File: src/hw/rtl/lnc_pkg.sv
// Package for the LFSR noise channel generator.
// Holds the field widths, the divisor table and the period function.
// Has no dependencies.
package lnc_pkg;

    localparam int unsigned CTRL_W    = 8;
    localparam int unsigned LFSR_W    = 15;
    localparam int unsigned CNT_W     = 23;
    localparam int unsigned CYC_W     = 4;
    localparam int unsigned PDATA_W   = 32;
    localparam int unsigned PADDR_W   = 3;

    localparam logic [LFSR_W-1:0] LFSR_SEED = 15'h7FFF;
    localparam int unsigned       TAP7_BIT  = 6;

    localparam logic OP_TICK    = 1'b0;
    localparam logic OP_RESTART = 1'b1;

    localparam logic REG_NOISE_CONTROL = 1'b0;

    typedef logic [CTRL_W-1:0] ctrl_t;
    typedef logic [CNT_W-1:0]  count_t;
    typedef logic [LFSR_W-1:0] lfsr_t;

    function automatic logic [6:0] divisor_of(input logic [2:0] code);
        logic [6:0] d;
        case (code)
            3'd0:    d = 7'd8;
            3'd1:    d = 7'd16;
            3'd2:    d = 7'd32;
            3'd3:    d = 7'd48;
            3'd4:    d = 7'd64;
            3'd5:    d = 7'd80;
            3'd6:    d = 7'd96;
            default: d = 7'd112;
        endcase
        return d;
    endfunction

    function automatic count_t period_of(input ctrl_t ctrl);
        logic [CNT_W-1:0] base;
        logic [4:0]       sh;
        base = {{(CNT_W-7){1'b0}}, divisor_of(ctrl[2:0])};
        sh   = {1'b0, ctrl[7:4]} + 5'd1;
        return base << sh;
    endfunction

    localparam count_t PERIOD_RESET = 23'd16;

endpackage

File: src/hw/rtl/lnc_in_if.sv
// Input channel of the LFSR noise channel generator: valid/ready and item.
// Depends on lnc_pkg.
interface lnc_in_if;
    logic                       valid;
    logic                       ready;
    logic                       operation;
    logic [lnc_pkg::CYC_W-1:0]  elapsed_cycles;

    modport source (output valid, output operation, output elapsed_cycles, input ready);
    modport sink   (input valid, input operation, input elapsed_cycles, output ready);
endinterface

File: src/hw/rtl/lnc_out_if.sv
// Result channel of the LFSR noise channel generator: valid/ready and item.
// Depends on lnc_pkg.
interface lnc_out_if;
    logic                        valid;
    logic                        ready;
    logic                        noise_bit;
    logic [lnc_pkg::LFSR_W-1:0]  lfsr_value;
    logic                        shifted;

    modport source (output valid, output noise_bit, output lfsr_value, output shifted,
                    input ready);
    modport sink   (input valid, input noise_bit, input lfsr_value, input shifted,
                    output ready);
endinterface

File: src/hw/rtl/lfsr_noise_channel_generator.sv
// Top level of the LFSR noise channel generator: period timer, 15-bit LFSR,
// result register and APB control register. Depends on lnc_pkg, lnc_in_if, lnc_out_if.
//
// One item is taken per clock cycle and its result is loaded into the output
// register as the item is taken; the block keeps taking items while the output
// register drains, stalling only when that register is full and not taken.
// The timer and the LFSR are updated in the cycle the item is taken, so each
// item sees the state left by the one before it. The period is recomputed
// from noise_control at the register write.
module lfsr_noise_channel_generator
(
    input  logic                          clk,
    input  logic                          rst_n,
    lnc_in_if.sink                        in_ch,
    lnc_out_if.source                     out_ch,
    input  logic                          psel,
    input  logic                          penable,
    input  logic                          pwrite,
    input  logic [lnc_pkg::PADDR_W-1:0]   paddr,
    input  logic [lnc_pkg::PDATA_W-1:0]   pwdata,
    output logic [lnc_pkg::PDATA_W-1:0]   prdata,
    output logic                          pready
);

    lnc_pkg::ctrl_t  ctrl_reg;
    lnc_pkg::count_t period_reg;
    lnc_pkg::count_t count_reg,  count_next;
    lnc_pkg::lfsr_t  lfsr_reg,   lfsr_next;
    logic            bit_reg,    bit_next;
    logic            did_shift;
    logic            out_valid_reg;
    logic            out_bit_reg;
    lnc_pkg::lfsr_t  out_lfsr_reg;
    logic            out_shift_reg;

    logic            cfg_write;
    logic            accept;
    lnc_pkg::count_t cyc_ext;
    lnc_pkg::count_t over;
    lnc_pkg::lfsr_t  shifted_lfsr;
    logic            fb;

    assign pready    = 1'b1;
    assign cfg_write = psel && penable && pwrite && (paddr[2] == lnc_pkg::REG_NOISE_CONTROL);
    assign prdata    = (paddr[2] == lnc_pkg::REG_NOISE_CONTROL)
                       ? {{(lnc_pkg::PDATA_W-lnc_pkg::CTRL_W){1'b0}}, ctrl_reg}
                       : '0;

    assign in_ch.ready = !out_valid_reg || out_ch.ready;
    assign accept      = in_ch.valid && in_ch.ready;

    assign cyc_ext = {{(lnc_pkg::CNT_W-lnc_pkg::CYC_W){1'b0}}, in_ch.elapsed_cycles};
    assign over    = cyc_ext - count_reg;
    assign fb      = lfsr_reg[0] ^ lfsr_reg[1];

    always_comb
    begin
        shifted_lfsr = {fb, lfsr_reg[lnc_pkg::LFSR_W-1:1]};
        if (ctrl_reg[3])
        begin
            shifted_lfsr[lnc_pkg::TAP7_BIT] = fb;
        end
    end

    always_comb
    begin
        count_next = count_reg;
        lfsr_next  = lfsr_reg;
        bit_next   = bit_reg;
        did_shift  = 1'b0;
        case (in_ch.operation)
            lnc_pkg::OP_RESTART:
            begin
                count_next = period_reg;
                lfsr_next  = lnc_pkg::LFSR_SEED;
                bit_next   = 1'b0;
            end
            default:
            begin
                if (in_ch.elapsed_cycles != '0)
                begin
                    if (cyc_ext < count_reg)
                    begin
                        count_next = count_reg - cyc_ext;
                    end
                    else
                    begin
                        count_next = (period_reg > over) ? (period_reg - over)
                                                         : lnc_pkg::count_t'(1);
                        lfsr_next  = shifted_lfsr;
                        bit_next   = ~shifted_lfsr[0];
                        did_shift  = 1'b1;
                    end
                end
            end
        endcase
    end

    always_ff @(posedge clk or negedge rst_n)
    begin
        if (!rst_n)
        begin
            ctrl_reg   <= '0;
            period_reg <= lnc_pkg::PERIOD_RESET;
        end
        else if (cfg_write)
        begin
            ctrl_reg   <= pwdata[lnc_pkg::CTRL_W-1:0];
            period_reg <= lnc_pkg::period_of(pwdata[lnc_pkg::CTRL_W-1:0]);
        end
    end

    always_ff @(posedge clk or negedge rst_n)
    begin
        if (!rst_n)
        begin
            count_reg     <= lnc_pkg::PERIOD_RESET;
            lfsr_reg      <= lnc_pkg::LFSR_SEED;
            bit_reg       <= 1'b0;
            out_valid_reg <= 1'b0;
        end
        else
        begin
            if (accept)
            begin
                count_reg <= count_next;
                lfsr_reg  <= lfsr_next;
                bit_reg   <= bit_next;
            end
            if (accept)
            begin
                out_valid_reg <= 1'b1;
            end
            else if (out_ch.ready)
            begin
                out_valid_reg <= 1'b0;
            end
        end
    end

    always_ff @(posedge clk)
    begin
        if (accept)
        begin
            out_bit_reg   <= bit_next;
            out_lfsr_reg  <= lfsr_next;
            out_shift_reg <= did_shift;
        end
    end

    assign out_ch.valid      = out_valid_reg;
    assign out_ch.noise_bit  = out_bit_reg;
    assign out_ch.lfsr_value = out_lfsr_reg;
    assign out_ch.shifted    = out_shift_reg;

endmodule

File: src/flat_wrapper.sv
// flat-port wrapper written by rule: the top's interface ports become plain ports
module lfsr_noise_channel_generator_flat 
  (clk, rst_n, psel, penable, pwrite, paddr, pwdata, prdata, pready, in_ch_valid, in_ch_operation, in_ch_elapsed_cycles, in_ch_ready, out_ch_valid, out_ch_noise_bit, out_ch_lfsr_value, out_ch_shifted, out_ch_ready);
  lnc_in_if in_ch_i ();
  lnc_out_if out_ch_i ();
  input  logic clk;
  input  logic rst_n;
  input  logic psel;
  input  logic penable;
  input  logic pwrite;
  input  logic [lnc_pkg::PADDR_W-1:0] paddr;
  input  logic [lnc_pkg::PDATA_W-1:0] pwdata;
  output logic [lnc_pkg::PDATA_W-1:0] prdata;
  output logic pready;
  input wire logic [$bits(in_ch_i.valid)-1:0] in_ch_valid;
  input wire logic [$bits(in_ch_i.operation)-1:0] in_ch_operation;
  input wire logic [$bits(in_ch_i.elapsed_cycles)-1:0] in_ch_elapsed_cycles;
  output wire logic [$bits(in_ch_i.ready)-1:0] in_ch_ready;
  output wire logic [$bits(out_ch_i.valid)-1:0] out_ch_valid;
  output wire logic [$bits(out_ch_i.noise_bit)-1:0] out_ch_noise_bit;
  output wire logic [$bits(out_ch_i.lfsr_value)-1:0] out_ch_lfsr_value;
  output wire logic [$bits(out_ch_i.shifted)-1:0] out_ch_shifted;
  input wire logic [$bits(out_ch_i.ready)-1:0] out_ch_ready;
  assign in_ch_i.valid = in_ch_valid;
  assign in_ch_i.operation = in_ch_operation;
  assign in_ch_i.elapsed_cycles = in_ch_elapsed_cycles;
  assign in_ch_ready = in_ch_i.ready;
  assign out_ch_valid = out_ch_i.valid;
  assign out_ch_noise_bit = out_ch_i.noise_bit;
  assign out_ch_lfsr_value = out_ch_i.lfsr_value;
  assign out_ch_shifted = out_ch_i.shifted;
  assign out_ch_i.ready = out_ch_ready;
  lfsr_noise_channel_generator u_core (.clk(clk), .rst_n(rst_n), .in_ch(in_ch_i), .out_ch(out_ch_i), .psel(psel), .penable(penable), .pwrite(pwrite), .paddr(paddr), .pwdata(pwdata), .prdata(prdata), .pready(pready));
endmodule
File: config.mk
export PLATFORM = sky130hd
export DESIGN_NAME = lfsr_noise_channel_generator_flat
export DESIGN_NICKNAME = d
export VERILOG_FILES = /design/src/hw/rtl/lnc_pkg.sv /design/src/hw/rtl/lnc_in_if.sv /design/src/hw/rtl/lnc_out_if.sv /design/src/hw/rtl/lfsr_noise_channel_generator.sv /design/src/flat_wrapper.sv
export SDC_FILE = /design/constraint.sdc
export NUM_CORES = 1
export LEC_CHECK = 0
export BUFFER_PORTS_ARGS = -buffer_cell sky130_fd_sc_hd__buf_2
export CAP_MARGIN = 25
export CORE_AREA = 4 4 124 126
export CTS_CLUSTER_DIAMETER = 30
export CTS_CLUSTER_SIZE = 30
export DETAILED_ROUTE_END_ITERATION = 8
export DIE_AREA = 0 0 128 130
export PLACE_DENSITY_LB_ADDON = 0.2
export SLEW_MARGIN = 40
export SYNTH_ARGS = -nofsm -noshare
export SYNTH_HDL_FRONTEND = slang
export SYNTH_SLANG_ARGS = --single-unit
File: constraint.sdc
create_clock -name clk -period 5.3 [get_ports clk]
set_clock_uncertainty 0.05 [all_clocks]
set_input_delay 0.795 -clock clk [delete_from_list [all_inputs] [get_ports clk]]
set_output_delay 0.795 -clock clk [all_outputs]
set_load 0.005 [all_outputs]
==> results by group <==
Status
  • Status: finished clean

Worst setup path
  • WP data arrival: 5.06 ns
  • CP most frequent cell: ha_1
  • Crit-path cells: buf_2, inv_1, ha_1, nor2b_1, o21a_1, o21ai_0, nand2_1, xor2_1, ha_1, a211oi_1, nor2_1, a2111oi_4, o31ai_1, a221o_1, a311o_1, a32oi_1, o21ai_1
  • Worst path slowest cell: a2111oi_4
  • Worst reg2reg endpoint: u_core.count_reg[22]
  • Max FO, Critical Path: 7
  • CP startpoint kind: primary input
  • Req. time, crit path: 5.48 ns
  • Cells on worst reg2reg path: 15
  • Setup CP Type: primary input to flop
  • CP endpoint: u_core.count_reg[22]
  • Setup crit start: in_ch_elapsed_cycles[1]
  • Reg2reg start: u_core.count_reg[1]
  • Max stage delay on crit path: 0.44 ns
  • Critical path endpoint category: flop
  • Worst reg-to-reg setup slack: 0.71 ns

Yosys
  • Sequential-to-total area share from yosys stat: 35.4%
  • Seq cells post-synth: 85
  • Post-synth top cells: nand2_1 (93), nor2_1 (62), a21oi_1 (61)
  • Synth async-reset ratio: 80.0%
  • EDFF count, synth: 17
  • Synth warnings: 0
  • Cell Area, Synth: 6320 sq um
  • Synth top area share: 20.2%
  • Cells after Synth: 757
  • Synth cell types: 60
  • Largest cells by area after synthesis: dfrtp_1 (20%), edfxtp_1 (8.1%), dfstp_2 (7.1%)
  • Syn avg cell area: 8.34 sq um
  • Area leader, netlist: dfrtp_1
  • Ys flop type: dfrtp_1
  • Most frequent cell after synthesis: nand2_1

GRT
  • Vias in the first global route: 5,654
  • Antenna violations before repair: 1
  • First-pass GRT wire length: 29,000 microns
  • GRT Overall Usage: 22.1%
  • Largest net degree at the start of global routing: 47
  • Total gr overflow: 0

CTS
  • Post-CTS Setup Inserts: 0
  • CTS tree: yes
  • Cts repair resizes: 0
  • Max clock buf depth: 2
  • Hold_buf cts: 0
  • Clk sinks: 85
  • H-tree depth: 3
  • Total CTS buffers: 9
  • Root buffer cell: clkbuf_16
  • Clock Pin Slew Worst Setup and Hold Paths: 0.07 ns
  • Clk_lat worst skew: 0.35 ns

Cells and area
  • Nets: 871
  • N_diodes: 0
  • Filler cells: 1,378
  • Max FFs per register: 23
  • FF/Latch Area: 2230 sq um
  • Layout cells sized above 1: 14.9%
  • Area growth syn-to-layout: 11.3%
  • Area of the multi-input gates: 3760 sq um
  • Final core occ: 49.1%

Power and ir drop
  • Cell Pwr Density: 359 nW/um^2
  • VDD IR max: 0.000243 V
  • Leakage: 3.02 nW

Route
  • Drt drc: 0
  • Router iterations before antenna repair: 5
  • Via density per instance: 5.78
  • DR WL/cell: 18.1 microns
  • Final ANT Viol Nets: 0
  • Via count: 5,667
  • Number of DRC violations after detailed-routing iteration 0: 384
  • WL final: 17,800 microns

STA
  • Pins Over Slew Limit: 0
  • Relative slew slack: 48.4%
  • Tmin final: 4.88 ns
  • Final worst slack: 0.423 ns
  • Final hold vios: 0
  • RSZ-0062 raised after global routing: false
  • Setup violators final: 0
  • Fin Hold WS: 0.389 ns
  • Final Cycle Share: 92.0%
  • Fmax: 0.205 GHz
  • Least-Margin Pin Slew: 0.766 ns
  • TNS Setup: 0 ns

Hold path
  • Hold WC Path Type: primary input to async pin

Floorplanning
  • Die X: 128 microns
  • Core area: 14,300 sq um
  • Die ar.: 16,600 sq um
  • Initial Util: 44.1%
  • Rows: 44
  • I/O pin total: 99
  • Die Y-Extent: 130 microns

Placed design
  • Port buffer count: 47
  • RePlAce Congestion: 0.970
  • HPWL Detailed: 13,200 microns
  • Dpl ws: 0.0561 ns

Job
  • Max-cap viol count: 0
==> power by group <==
| part | leakage, nW | internal (mW) | switching [mW] |
|---|---|---|---|
| Clock | 0.173 | 0.468 | 0.283 |
| Combinational | 1.87 | 0.364 | 0.487 |
| Sequential | 0.981 | 0.796 | 0.129 |
==> cell type report <==
class                   instances  area share (%)
repair buffers                 68            5.62
clock inverters                 7            1.81
flip-flops and latches         85            31.8
multi-input cells             613            53.5
well taps                     184            3.27
inverters                      15           0.801
clock buffers                   9            3.20
==> per-stage QoR <==
stage	total power [mW]	instances	area, sq um
finish	2.53	981	7030
global route	2.70	981	7030
CTS	2.54	981	7030
detailed placement	1.77	965	6680
global placement	1.74	965	6670
floorplan	1.54	780	6400
==> logic make-up (layout without fill, tap and decap cells) <==
| family | Yosys count | after routing | synth area share, % |
|---|---|---|---|
| compound gates | 207 | 207 | 20.4 |
| other cells | 2 | 25 | 0.119 |
| buf+inv | 82 | 99 | 6.54 |
| fa+ha+maj | 32 | 32 | 6.58 |
| mux | 11 | 11 | 1.94 |
| flops | 85 | 85 | 35.4 |
| xor+xnor | 58 | 58 | 8.04 |
| simple gates | 280 | 280 | 21.0 |
==> worst max-delay path: cells and delay by family <==
family / cells / cell delay, ns
xor+xnor: 1 / 0.23
simple gates: 3 / 0.59
fa+ha+maj: 2 / 0.70
buf+inv: 2 / 0.23
compound gates: 9 / 2.51
==> cells in the final DEF (no fill, tap or decap), types with 5 or more instances in the layout <==
| master | synthesis | final |
|---|---|---|
| conb_1 | 2 | 25 |
| clkbuf_16 | 0 | 9 |
| dfrtp_1 | 51 | 51 |
| a31oi_1 | 8 | 8 |
| o21ai_0 | 56 | 56 |
| nor3_1 | 16 | 16 |
| nor4_1 | 8 | 8 |
| inv_1 | 15 | 15 |
| o21a_1 | 7 | 7 |
| mux2_2 | 10 | 10 |
| or3_1 | 9 | 9 |
| nor2b_1 | 16 | 16 |
| buf_2 | 6 | 46 |
| o22ai_1 | 20 | 20 |
| xor2_1 | 25 | 25 |
| nand4_1 | 5 | 5 |
| a21o_1 | 10 | 10 |
| xnor2_1 | 33 | 33 |
| a21oi_1 | 61 | 61 |
| a22oi_1 | 8 | 8 |
| edfxtp_1 | 17 | 17 |
| nand3_1 | 35 | 35 |
| buf_4 | 26 | 22 |
| nand2_1 | 93 | 93 |
| nor2_1 | 62 | 62 |
| and3_1 | 9 | 9 |
| dfstp_2 | 17 | 17 |
| nand2b_1 | 10 | 10 |
| ha_1 | 30 | 30 |
==> worst min-delay path by stage <==
| stage | start | to | slack, ns | cells past startpoint |
|---|---|---|---|---|
| floorplan | u_core.ctrl_reg[0] | u_core.ctrl_reg[0] | 0.42 | 1 |
| global placement | u_core.ctrl_reg[6] | u_core.ctrl_reg[6] | 0.43 | 1 |
| detailed placement | u_core.ctrl_reg[5] | u_core.ctrl_reg[5] | 0.44 | 1 |
| CTS | rst_n | u_core.period_reg[22] | 0.40 | 1 |
| global route | rst_n | u_core.period_reg[13] | 0.42 | 1 |
| finish | rst_n | u_core.period_reg[13] | 0.39 | 1 |
==> routing by layer <==
layer | GRT usage, % | part of all wire [%] | vias up | wire length (microns)
met1 | 27.6 | 41 | 2676 | 7300
met3 | 3.93 | 6.0 | 39 | 1060
met4 | 8.61 | 2.5 | 0 | 443
met2 | 38.2 | 51 | 219 | 8980
li1 | - | - | 2733 | -
met5 | 0 | 0 | - | 0
Note: power is estimated with default switching activity, not from simulation.
